## src/rtl/core/i2cmtrw_pkg.sv

```systemverilog
// Shared types and constants for the multi-target I2C register window.
`timescale 1ns / 1ps
package i2cmtrw_pkg;

  localparam int NUM_DEVICES_DEF = 2;
  localparam int MAX_REGS_DEF    = 256;

  // Devices with a configuration slot
  localparam int CFG_DEVS = 2;

  localparam int POS_W = 17;
  localparam logic [POS_W-1:0] POS_MAX = 17'h1FFFF;

  localparam int CFG_AW = 5;
  localparam int CFG_DW = 32;

  // Register indexes on the configuration port
  localparam logic [2:0] REG_DEVICE_COUNT = 3'd0;
  localparam logic [2:0] REG_DEV0_ADDRESS = 3'd1;
  localparam logic [2:0] REG_DEV0_BASE    = 3'd2;
  localparam logic [2:0] REG_DEV0_SIZE    = 3'd3;
  localparam logic [2:0] REG_DEV1_ADDRESS = 3'd4;
  localparam logic [2:0] REG_DEV1_BASE    = 3'd5;
  localparam logic [2:0] REG_DEV1_SIZE    = 3'd6;

  // Request kinds
  typedef enum logic [2:0] {
    FN_START    = 3'd0,
    FN_WRITE    = 3'd1,
    FN_READ     = 3'd2,
    FN_END_MSG  = 3'd3,
    FN_END_XFER = 3'd4
  } func_t;

  typedef enum logic [1:0] {
    STAT_OK      = 2'd0,
    STAT_FAIL    = 2'd1,
    STAT_IGNORED = 2'd2
  } status_t;

  typedef struct packed {
    logic we;
    logic re;
  } store_cmd_t;

endpackage

```

## src/rtl/core/i2cmtrw_store.sv

```systemverilog
// Register byte store: one-port synchronous memory with a clearing pass after reset.
`timescale 1ns / 1ps
module i2cmtrw_store
  import i2cmtrw_pkg::*;
#(
  parameter int DEPTH = NUM_DEVICES_DEF * MAX_REGS_DEF,
  parameter int AW    = $clog2(DEPTH)
) (
  input  logic          clk,
  input  logic          rst,
  input  store_cmd_t    cmd,
  input  logic [AW-1:0] addr,
  input  logic [7:0]    wdata,
  output logic [7:0]    rdata,
  output logic          ready
);

  logic [7:0]    mem [DEPTH];
  logic [AW-1:0] clr_addr;
  logic          clearing;

  always_ff @(posedge clk) begin
    if (rst) begin
      clr_addr <= '0;
      clearing <= 1'b1;
    end else if (clearing) begin
      if (clr_addr == AW'(DEPTH - 1)) begin
        clearing <= 1'b0;
      end
      clr_addr <= clr_addr + 1'b1;
    end
  end

  always_ff @(posedge clk) begin
    if (clearing) begin
      mem[clr_addr] <= 8'h00;
    end else if (cmd.we) begin
      mem[addr] <= wdata;
    end
  end

  always_ff @(posedge clk) begin
    if (cmd.re) begin
      rdata <= mem[addr];
    end
  end

  assign ready = !clearing;

endmodule

```

## src/rtl/core/i2c_multi_target_register_window_unit.sv

```systemverilog
// Top level: configuration registers, transfer control and result register.
// Result path: an accepted request registers its store read and enters ST_RESP, which
// loads the result and sets m_tvalid; s_tready is low in ST_RESP and while a result waits.
// Reset: rst is synchronous; afterwards the byte store is cleared one entry per cycle,
// NUM_DEVICES*MAX_REGS entries, with s_tready low; configuration writes are taken throughout.
`timescale 1ns / 1ps
module i2c_multi_target_register_window_unit
  import i2cmtrw_pkg::*;
#(
  parameter int NUM_DEVICES = NUM_DEVICES_DEF,
  parameter int MAX_REGS    = MAX_REGS_DEF
) (
  input  logic              clk,
  input  logic              rst,
  // request stream
  input  logic              s_tvalid,
  output logic              s_tready,
  input  logic [23:0]       s_tdata,  // target_address[9:0], is_read[10], data_byte[18:11]
  input  logic [2:0]        s_tuser,  // func[2:0]
  // result stream
  output logic              m_tvalid,
  input  logic              m_tready,
  output logic [79:0]       m_tdata,  // read_byte[7:0], item_status[9:8], transfer_ok[10],
                                      // success_count[42:11], failure_count[74:43]
  output logic              m_tlast,  // transfer_done
  // configuration
  input  logic              psel,
  input  logic              penable,
  input  logic              pwrite,
  input  logic [CFG_AW-1:0] paddr,
  input  logic [CFG_DW-1:0] pwdata,
  output logic [CFG_DW-1:0] prdata,
  output logic              pready
);

  localparam int DEPTH = NUM_DEVICES * MAX_REGS;
  localparam int AW    = $clog2(DEPTH);
  localparam int OFF_W = $clog2(MAX_REGS);

  typedef enum logic [1:0] {
    ST_IDLE = 2'b01,
    ST_RESP = 2'b10
  } state_t;

  // configuration
  logic [1:0]  dev_count;
  logic [9:0]  dev_address [CFG_DEVS];
  logic [15:0] dev_base    [CFG_DEVS];
  logic [8:0]  dev_size    [CFG_DEVS];
  logic [2:0]  cfg_idx;
  logic        cfg_we;

  // transfer state
  logic [15:0]      reg_ptr [CFG_DEVS];
  logic [15:0]      reg_ptr_next [CFG_DEVS];
  logic             message_open, message_open_next;
  logic             message_reading, message_reading_next;
  logic             current_device, current_device_next;
  logic [POS_W-1:0] byte_position, byte_position_next;
  logic [7:0]       high_byte, high_byte_next;
  logic             transfer_failed, transfer_failed_next;
  logic             messages_seen, messages_seen_next;
  logic [31:0]      success_total, success_total_next;
  logic [31:0]      failure_total, failure_total_next;

  state_t run_state;

  // request fields
  logic [2:0] func;
  logic [9:0] target_address;
  logic       is_read;
  logic [7:0] data_byte;
  logic       in_acc;

  // step logic
  logic [2:0]       act_n;
  logic             hit;
  logic             hit_dev;
  logic [POS_W-1:0] pos_k;
  logic [POS_W-1:0] pos_adv;
  logic [18:0]      diff;
  logic             in_window;
  logic [OFF_W-1:0] off;
  logic [AW-1:0]    st_addr;
  store_cmd_t       st_cmd;
  status_t          status;
  logic             done;
  logic             ok;
  logic             fail;
  logic             rd_hit;

  // result
  status_t     resp_status;
  logic        resp_done;
  logic        resp_ok;
  logic        resp_rd;
  logic [7:0]  st_rdata;
  logic        st_ready;
  logic [7:0]  out_byte;
  status_t     out_status;
  logic        out_done;
  logic        out_ok;
  logic [31:0] out_succ;
  logic [31:0] out_fail;

  assign func           = s_tuser;
  assign target_address = s_tdata[9:0];
  assign is_read        = s_tdata[10];
  assign data_byte      = s_tdata[18:11];

  assign s_tready = (run_state == ST_IDLE) && st_ready && (!m_tvalid || m_tready);
  assign in_acc   = s_tvalid && s_tready;

  // ---------------- configuration port ----------------
  assign pready  = 1'b1;
  assign cfg_idx = paddr[4:2];
  assign cfg_we  = psel && penable && pwrite && pready;

  always_ff @(posedge clk) begin
    if (rst) begin
      dev_count <= '0;
      for (int i = 0; i < CFG_DEVS; i++) begin
        dev_address[i] <= '0;
        dev_base[i]    <= '0;
        dev_size[i]    <= '0;
      end
    end else if (cfg_we) begin
      unique case (cfg_idx)
        REG_DEVICE_COUNT: dev_count      <= pwdata[1:0];
        REG_DEV0_ADDRESS: dev_address[0] <= pwdata[9:0];
        REG_DEV0_BASE:    dev_base[0]    <= pwdata[15:0];
        REG_DEV0_SIZE:    dev_size[0]    <= pwdata[8:0];
        REG_DEV1_ADDRESS: dev_address[1] <= pwdata[9:0];
        REG_DEV1_BASE:    dev_base[1]    <= pwdata[15:0];
        REG_DEV1_SIZE:    dev_size[1]    <= pwdata[8:0];
        default: ;
      endcase
    end
  end

  always_comb begin
    unique case (cfg_idx)
      REG_DEVICE_COUNT: prdata = CFG_DW'(dev_count);
      REG_DEV0_ADDRESS: prdata = CFG_DW'(dev_address[0]);
      REG_DEV0_BASE:    prdata = CFG_DW'(dev_base[0]);
      REG_DEV0_SIZE:    prdata = CFG_DW'(dev_size[0]);
      REG_DEV1_ADDRESS: prdata = CFG_DW'(dev_address[1]);
      REG_DEV1_BASE:    prdata = CFG_DW'(dev_base[1]);
      REG_DEV1_SIZE:    prdata = CFG_DW'(dev_size[1]);
      default:          prdata = '0;
    endcase
  end

  // ---------------- address match and window ----------------
  always_comb begin
    act_n = {1'b0, dev_count};
    if (act_n > 3'(NUM_DEVICES)) act_n = 3'(NUM_DEVICES);
    if (act_n > 3'(CFG_DEVS))    act_n = 3'(CFG_DEVS);
    hit     = 1'b0;
    hit_dev = 1'b0;
    for (int i = 0; i < CFG_DEVS; i++) begin
      if (!hit && (3'(i) < act_n) && (dev_address[i] == target_address)) begin
        hit     = 1'b1;
        hit_dev = 1'(i);
      end
    end
  end

  // payload offset: write bytes follow the two pointer bytes
  assign pos_k   = (func == FN_WRITE) ? byte_position - POS_W'(2) : byte_position;
  assign pos_adv = (byte_position == POS_MAX) ? byte_position : byte_position + 1'b1;

  // pointer + offset - base, 19-bit two's complement; negative means below the window
  assign diff = 19'(reg_ptr[current_device]) + 19'(pos_k) - 19'(dev_base[current_device]);
  assign in_window = !diff[18]
                     && (diff[17:0] < 18'(dev_size[current_device]))
                     && (diff[17:0] < 18'(MAX_REGS))
                     && ((NUM_DEVICES > 1) || !current_device);
  assign off     = diff[OFF_W-1:0];
  assign st_addr = AW'(off) + (current_device ? AW'(MAX_REGS) : AW'(0));

  // ---------------- step logic ----------------
  always_comb begin
    for (int i = 0; i < CFG_DEVS; i++) reg_ptr_next[i] = reg_ptr[i];
    message_open_next    = message_open;
    message_reading_next = message_reading;
    current_device_next  = current_device;
    byte_position_next   = byte_position;
    high_byte_next       = high_byte;
    transfer_failed_next = transfer_failed;
    messages_seen_next   = messages_seen;
    success_total_next   = success_total;
    failure_total_next   = failure_total;
    status = STAT_OK;
    done   = 1'b0;
    ok     = 1'b0;
    fail   = 1'b0;
    rd_hit = 1'b0;
    st_cmd = '0;

    if (func == FN_END_XFER) begin
      done = 1'b1;
      if (transfer_failed) begin
        status = STAT_IGNORED;
      end else if (!messages_seen || message_open) begin
        status = STAT_FAIL;
      end else begin
        ok = 1'b1;
      end
      if (ok) success_total_next = success_total + 1'b1;
      else    failure_total_next = failure_total + 1'b1;
      message_open_next    = 1'b0;
      message_reading_next = 1'b0;
      byte_position_next   = '0;
      transfer_failed_next = 1'b0;
      messages_seen_next   = 1'b0;
    end else if (transfer_failed) begin
      status = STAT_IGNORED;
    end else begin
      case (func)
        FN_START: begin
          messages_seen_next = 1'b1;
          if (message_open || !hit) begin
            fail = 1'b1;
          end else begin
            current_device_next  = hit_dev;
            message_open_next    = 1'b1;
            message_reading_next = is_read;
            byte_position_next   = '0;
          end
        end
        FN_WRITE: begin
          if (!message_open || message_reading) begin
            fail = 1'b1;
          end else if (byte_position == '0) begin
            high_byte_next     = data_byte;
            byte_position_next = pos_adv;
          end else if (byte_position == POS_W'(1)) begin
            reg_ptr_next[current_device] = {high_byte, data_byte};
            byte_position_next = pos_adv;
          end else if (in_window) begin
            st_cmd.we          = 1'b1;
            byte_position_next = pos_adv;
          end else begin
            fail = 1'b1;
          end
        end
        FN_READ: begin
          if (!message_open || !message_reading || !in_window) begin
            fail = 1'b1;
          end else begin
            st_cmd.re          = 1'b1;
            rd_hit             = 1'b1;
            byte_position_next = pos_adv;
          end
        end
        FN_END_MSG: begin
          if (!message_open) begin
            fail = 1'b1;
          end else if (message_reading) begin
            reg_ptr_next[current_device] = reg_ptr[current_device] + byte_position[15:0];
            message_open_next  = 1'b0;
            byte_position_next = '0;
          end else if (byte_position < POS_W'(2)) begin
            fail = 1'b1;
          end else begin
            // payload length excludes the two pointer bytes
            reg_ptr_next[current_device] = reg_ptr[current_device]
                                           + (byte_position[15:0] - 16'd2);
            message_open_next  = 1'b0;
            byte_position_next = '0;
          end
        end
        default: fail = 1'b1;
      endcase
      if (fail) begin
        status               = STAT_FAIL;
        transfer_failed_next = 1'b1;
        message_open_next    = 1'b0;
      end
    end
  end

  always_ff @(posedge clk) begin
    if (rst) begin
      for (int i = 0; i < CFG_DEVS; i++) reg_ptr[i] <= '0;
      message_open    <= 1'b0;
      message_reading <= 1'b0;
      current_device  <= 1'b0;
      byte_position   <= '0;
      high_byte       <= '0;
      transfer_failed <= 1'b0;
      messages_seen   <= 1'b0;
      success_total   <= '0;
      failure_total   <= '0;
    end else if (in_acc) begin
      for (int i = 0; i < CFG_DEVS; i++) reg_ptr[i] <= reg_ptr_next[i];
      message_open    <= message_open_next;
      message_reading <= message_reading_next;
      current_device  <= current_device_next;
      byte_position   <= byte_position_next;
      high_byte       <= high_byte_next;
      transfer_failed <= transfer_failed_next;
      messages_seen   <= messages_seen_next;
      success_total   <= success_total_next;
      failure_total   <= failure_total_next;
    end
  end

  // ---------------- byte store ----------------
  store_cmd_t st_cmd_q;
  assign st_cmd_q.we = st_cmd.we && in_acc;
  assign st_cmd_q.re = st_cmd.re && in_acc;

  i2cmtrw_store #(
    .DEPTH (DEPTH),
    .AW    (AW)
  ) u_store (
    .clk   (clk),
    .rst   (rst),
    .cmd   (st_cmd_q),
    .addr  (st_addr),
    .wdata (data_byte),
    .rdata (st_rdata),
    .ready (st_ready)
  );

  // ---------------- sequencing and result register ----------------
  always_ff @(posedge clk) begin
    if (in_acc) begin
      resp_status <= status;
      resp_done   <= done;
      resp_ok     <= ok;
      resp_rd     <= rd_hit;
    end
  end

  always_ff @(posedge clk) begin
    if (rst) begin
      run_state <= ST_IDLE;
    end else begin
      unique case (run_state)
        ST_IDLE: if (in_acc) run_state <= ST_RESP;
        ST_RESP: run_state <= ST_IDLE;
        default: run_state <= ST_IDLE;
      endcase
    end
  end

  always_ff @(posedge clk) begin
    if (rst) begin
      m_tvalid <= 1'b0;
    end else if (run_state == ST_RESP) begin
      m_tvalid <= 1'b1;
    end else if (m_tready) begin
      m_tvalid <= 1'b0;
    end
  end

  always_ff @(posedge clk) begin
    if (run_state == ST_RESP) begin
      out_byte   <= resp_rd ? st_rdata : 8'h00;
      out_status <= resp_status;
      out_done   <= resp_done;
      out_ok     <= resp_ok;
      out_succ   <= success_total;
      out_fail   <= failure_total;
    end
  end

  assign m_tdata = {5'b0, out_fail, out_succ, out_ok, out_status, out_byte};
  assign m_tlast = out_done;

  // ---------------- assertions ----------------
  a_result_follows: assert property (@(posedge clk) disable iff (rst)
    in_acc |=> (run_state == ST_RESP) && !s_tready)
    else $error("request accepted without a result cycle");

  a_valid_from_resp: assert property (@(posedge clk) disable iff (rst)
    $rose(m_tvalid) |-> $past(run_state == ST_RESP))
    else $error("result shown without a preceding request");

  a_one_count: assert property (@(posedge clk) disable iff (rst)
    (in_acc && (func == FN_END_XFER)) |=>
      (32'(success_total - $past(success_total))
       + 32'(failure_total - $past(failure_total))) == 32'd1)
    else $error("transfer end did not count exactly once");

  a_xfer_clears: assert property (@(posedge clk) disable iff (rst)
    (in_acc && (func == FN_END_XFER)) |=>
      !message_open && !transfer_failed && !messages_seen)
    else $error("transfer end left message state behind");

endmodule

```

## config.mk

```make
export PLATFORM = sky130hd
export DESIGN_NAME = i2c_multi_target_register_window_unit
export DESIGN_NICKNAME = d
export VERILOG_FILES = /design/src/rtl/core/i2cmtrw_pkg.sv /design/src/rtl/core/i2cmtrw_store.sv /design/src/rtl/core/i2c_multi_target_register_window_unit.sv
export SDC_FILE = /design/constraint.sdc
export NUM_CORES = 2
export LEC_CHECK = 0
export BUFFER_PORTS_ARGS = -buffer_cell sky130_fd_sc_hd__buf_2
export CAP_MARGIN = 20
export CORE_MARGIN = 4
export CORE_UTILIZATION = 50
export CTS_BUF_LIST = sky130_fd_sc_hd__clkbuf_16
export DETAILED_ROUTE_END_ITERATION = 10
export GPL_TIMING_DRIVEN = 1
export PLACE_DENSITY = 0.65
export SLEW_MARGIN = 20
export SYNTH_ARGS = -nofsm -noshare
export SYNTH_HDL_FRONTEND = slang
export SYNTH_MEMORY_MAX_BITS = 65536
export SYNTH_SLANG_ARGS = --single-unit
```

## constraint.sdc

```tcl
create_clock -name clk -period 44.6 [get_ports clk]
set_clock_uncertainty 0.1 [all_clocks]
set_input_delay 0 -clock clk [delete_from_list [all_inputs] [get_ports clk]]
set_output_delay 0 -clock clk [all_outputs]
set_load 0.02 [all_outputs]
```

# Word-level counts from Yosys, hierarchy flattened
# Memory sizes are Yosys's and may differ from the RTL's. A register that Yosys moved wholly into a read port is not among the register bits.
# Cells that the tools add are included.
# classes
n_reduce_logical	47
n_mux	136
eq_ne	26
bitwise	15
addsub	11
magnitude_cmp	9
# ops
operator	count
2-to-1 mux 32 bit	8
2-to-1 mux 17 bit	13
one-hot mux 16 bit (7 select lines)	1
bitwise mux 32 bit	3
2-to-1 mux 1 bit	87
2-to-1 mux 16 bit	5
one-hot mux 17 bit (4 select lines)	1
adder 32 x 1 -> 32 bit (second input constant)	2
one-hot mux 32 bit (2 select lines)	1
2-to-1 mux 9 bit	4
adder 16 bit	2
== test 10 bit	2
2-to-1 mux 10 bit	2
subtractor 18 x 16 -> 19 bit	1
adder 16 x 17 -> 18 bit	1
< comparator 18 x 9 -> 1 bit	1
< comparator 18 x 9 -> 1 bit (second input constant)	1
adder 17 x 1 -> 17 bit (second input constant)	1
== test 17 x 1 -> 1 bit (second input constant)	1
== test 17 bit (second input constant)	1
logical NOT 17 bit	1
< comparator 17 x 2 -> 1 bit (second input constant)	1
subtractor 17 x 2 -> 17 bit (second input constant)	1
demux 16 bit (select 1 bit)	1
42 further kinds	102
# totals
elab_cells	273
memories	5
out_inout_bits	116
mem_bits_rw	4198
input_bits	71
ff_bits	190
# memory_table
name	depth	word_bits	rd	rd_ports_with_merged_regs	write_ports	line	rtl
u_store.mem	512	8	1	1	1	i2cmtrw_store.sv:18	logic [7:0] mem [DEPTH];
dev_base	2	16	3	1	2	i2c_multi_target_register_window_unit.sv:48	logic [15:0] dev_base [CFG_DEVS];
reg_ptr	2	16	3	1	2	i2c_multi_target_register_window_unit.sv:54	logic [15:0] reg_ptr [CFG_DEVS];
dev_address	2	10	2	0	2	i2c_multi_target_register_window_unit.sv:47	logic [9:0] dev_address [CFG_DEVS];
dev_size	2	9	3	1	2	i2c_multi_target_register_window_unit.sv:49	logic [8:0] dev_size [CFG_DEVS];

# Depth between registers and ports, before layout
# depth
depth_word	20
ltp_mapped	28
ltp_nobuf	23

# Hierarchy
# From an unflattened synthesis, not the netlist that was laid out.
# unflattened
hier_cells	9793
hier_area_um2	178907.8
# by_module_without_submodules
module	n_inst	area_per_inst_um2	seq_area_each_um2	cells_per_inst
i2cmtrw_store	1	162968.8	123438.4	8266
i2c_multi_target_register_window_unit	1	15939.0	7497.2	1527

# Worst setup path after synthesis
# OpenSTA, ideal clock, no wires.
# synth_path
kind	reg-to-reg
startpoint	reg (tool-made name)
endpoint	mem u_store.mem[0][0], data pin
setup_slack_ns	30.571
arrival_ns	12.394
stages_incl_launch_ff	24
n_path_buf	5
cell_sequence	dfxtp_1 -> clkbuf_1 -> clkbuf_1 -> mux2i_1 -> fa_1 -> inv_1 -> fa_1 -> a211oi_1 -> o21ai_0 -> xnor2_1 -> inv_2 -> clkbuf_1 -> buf_1 -> ha_1 -> a21o_1 -> a32oi_1 -> o211ai_1 -> or4_1 -> or4_1 -> or2_1 -> clkbuf_1 -> or3_1 -> nor2_1 -> and2_1
# synth_rtl
item	line
end, declared	i2cmtrw_store.sv:18

==> out/qor.txt <==
Core Area -> 349400 sq um
Yosys cell types -> 77
Input/output buffers -> 141
Dominant cell type by area after synthesis -> edfxtp_1
Nets -> 8983
Fmax -> 87.95 MHz
Worst hold slack -> 84.59 ps
Die area -> 360500 sq um
Final Max Slew Viols -> 0
Yosys warnings -> 0
Switching share of power -> 24.07%
Tot Pwr -> 0.009049 W
RSZ-0062 raised after global routing -> false
Fillcell total -> 25514
Congestion Overflow GR -> 0
Clk Latency, worst-skew pair -> 960 ps
Sequential area share after synthesis -> 74.61%
Type of origin of the critical path -> flip-flop
Static leakage -> 66.62 nW
Cells after synthesis -> 8463
I/O pins -> 187
Status -> complete, no violations
Crit. End Element -> flip-flop
Die X -> 600.4 microns
Initial antenna violation count -> 23
Setup TNS -> 0 ps
Syn avg cell area -> 20.74 sq um
Post-synth EDFFs -> 4287
Critical path peak fanout -> 89
# setup viols final -> 0
Worst-path clk slew -> 60 ps
Initial Util -> 50.22%
ANT nets after route -> 0
Cell internal pwr -> 0.006870 W
Netlist Area Pre-Place -> 175500 sq um
Fin. Hold Viols -> 0
Share of cells above drive strength 1 -> 25.21%
Share of power burned in registers -> 49.5%
DRC -> 0
Largest net degree at the start of global routing -> 216
Max VDD drop -> 0.03728 mV
Tot GR Track Use -> 23.06%
Vias -> 85618
Clock Power Share -> 38.9%
Worst slew pin tran -> 1155 ps
Psw -> 0.002178 W
Synth top area cells -> edfxtp_1, mux4_2, nor2_1, dfxtp_1, mux2i_1
Slew HR -> 22.98%
Comb pwr share -> 11.6%
Row count -> 217
Number of setup buffers added after CTS -> 0
GP Congestion -> 0.8714
Final wirelength -> 419600 microns
Synth Flop Type -> edfxtp_1
CP required -> 45150 ps
Post-route clock period utilization -> 25.49%
Clock buffer depth -> 4
HPWL Detailed -> 248100 microns
DR pass1 iterations -> 8
Routed len/inst -> 30.44 microns
First-pass GRT wire length -> 613400 microns
Critical Setup Path Class -> flip-flop to flip-flop
H-tree levels -> 5
Area grow syn2layout -> 12.06%
Inserted Clock Buffers -> 436
Worst path arrival time -> 11920 ps
Initial DRC Count -> 10541
Clock Sinks -> 4397
CTS tree -> yes
Final min period -> 11370 ps
Vias per cell -> 6.210
Max-Cap Viols -> 0
Die Span Y -> 600.4 microns
Fraction of synthesized cell area taken by the top area cell type -> 73.35%
Vias in the first global route -> 86489
CTS Root Cell -> clkbuf_16
Worst hold path type -> input pin to flip-flop
Top post-synthesis cells by count -> edfxtp_1, mux4_2, nor2_1
Post-synth ARST share -> 0%
Top-count cell post-synth -> edfxtp_1
Pwr per Cell Area -> 46.01 nW/um^2
Yosys reg bits -> 4397
-- stage by stage --
step           instances  instance area, sq um  utilization [%]  setup slack, ps
2_1_floorplan       8483                175600                -            30570
3_3_place_gp       12875                181800            52.03            33290
3_5_place_dp       12875                181800            52.03            32940
4_1_cts            13780                196500            56.24            32900
5_1_grt            13785                196600            56.28            32670
6_report           13787                196700            56.28            33230
-- power by group through the flow --
stage	sequential (W)	clock, W	combinational, W
2_1_floorplan	0.00456	0	0.000668
3_3_place_gp	0.00456	0	0.00105
3_5_place_dp	0.00456	0	0.00105
4_1_cts	0.00448	0.00357	0.00106
5_1_grt	0.00447	0.00376	0.00110
6_report	0.00448	0.00352	0.00105
-- metal layers --
layer | global-route usage, % | up-vias | wire [microns]
li1 | - | 35571 | -
met1 | 33.34 | 45834 | 168700
met2 | 37.36 | 3578 | 207000
met3 | 3.595 | 633 | 32470
met4 | 5.690 | 2 | 11510
met5 | 0 | - | 13
-- cell type report --
type	count	area, sq um	area share [%]
well taps	4599	5754	2.926
flip-flops and latches	4397	130900	66.58
inverters	111	419.2	0.2131
diodes	4	10.01	0.005090
clock buffers	438	10960	5.574
multi-input cells	3464	42640	21.68
repair buffers	404	3166	1.610
clock inverters	370	2765	1.406
-- registers in the layout, summed over array words and instances, names as in the netlist, 8 cells and up, named ones only --
signal,flops
byte_position,17
dev_address,20
dev_base,32
dev_size,18
failure_total,32
high_byte,8
out_byte,8
out_fail,32
out_succ,32
reg_ptr,32
success_total,32
u_store.clr_addr,9
u_store.mem,4096
u_store.rdata,8
-- final timing paths --
| check | startpoint | endpoint | slack (ps) | cells after the start |
|---|---|---|---|---|
| max | flip-flop | u_store.mem[313][1]$_DFFE_PP_ | 33230 | 23 |
| min | s_tdata[11] | reg_ptr[0][0]$_SDFFCE_PN0P_ | 80 | 6 |
| max reg2reg | flip-flop | u_store.mem[313][1]$_DFFE_PP_ | 33230 | 23 |
| min reg2reg | resp_status[0]$_DFFE_PP_ | out_status[0]$_DFFE_PP_ | 330 | 0 |
-- placed cells by master, fill, tap and decap left out, types with 56 or more instances in the layout --
cell type	count
nand2_1	213
mux2i_1	147
and2_1	56
mux4_2	1301
xnor2_1	68
nand3_1	86
clkbuf_16	438
edfxtp_1	4287
nor2_1	780
dlygate4sd3_1	97
a21oi_1	99
buf_4	144
clkinv_1	111
inv_1	202
o21ai_0	73
clkinv_2	91
ha_1	79
dfxtp_1	108
buf_2	140
-- worst max-delay path: stages, from the launching register on --
cell      delay [ps]
dfxtp_2          740
buf_4            560
mux2_2           450
fa_1             500
inv_1             50
ha_1             420
o211ai_1         170
o211ai_1         290
nand2_1          110
xor2_1           680
inv_1            390
ha_1             400
a21o_1           170
a32oi_1          160
o211ai_1         100
or4_1            520
or4_1            540
or2_1            390
or3_1            390
nor2_1           620
and2_4           870
buf_4            880
buf_4            760
buf_4            590
-- what timing repair did --
action,CTS,global route
hold buffers,97,0
gates resized for setup,0,0
endpoints found under the hold margin,823,0
-- cells by family (layout without fill, tap and decap cells) --
| group | count (synthesis) | after routing | share of synthesized area, % |
|---|---|---|---|
| DFF | 4397 | 4397 | 74.61 |
| muxes | 1491 | 1491 | 17.79 |
| and+or+nand+nor | 1364 | 1364 | 3.414 |
| buffers and inverters | 622 | 1323 | 1.428 |
| AOI/OAI and AO/OA | 366 | 366 | 1.354 |
| xor gates and xnor gates | 123 | 123 | 0.6217 |
| adders and majority gates | 98 | 98 | 0.7757 |
| other | 2 | 26 | 0.004279 |
No activity file was read; power rests on OpenSTA's default activity.
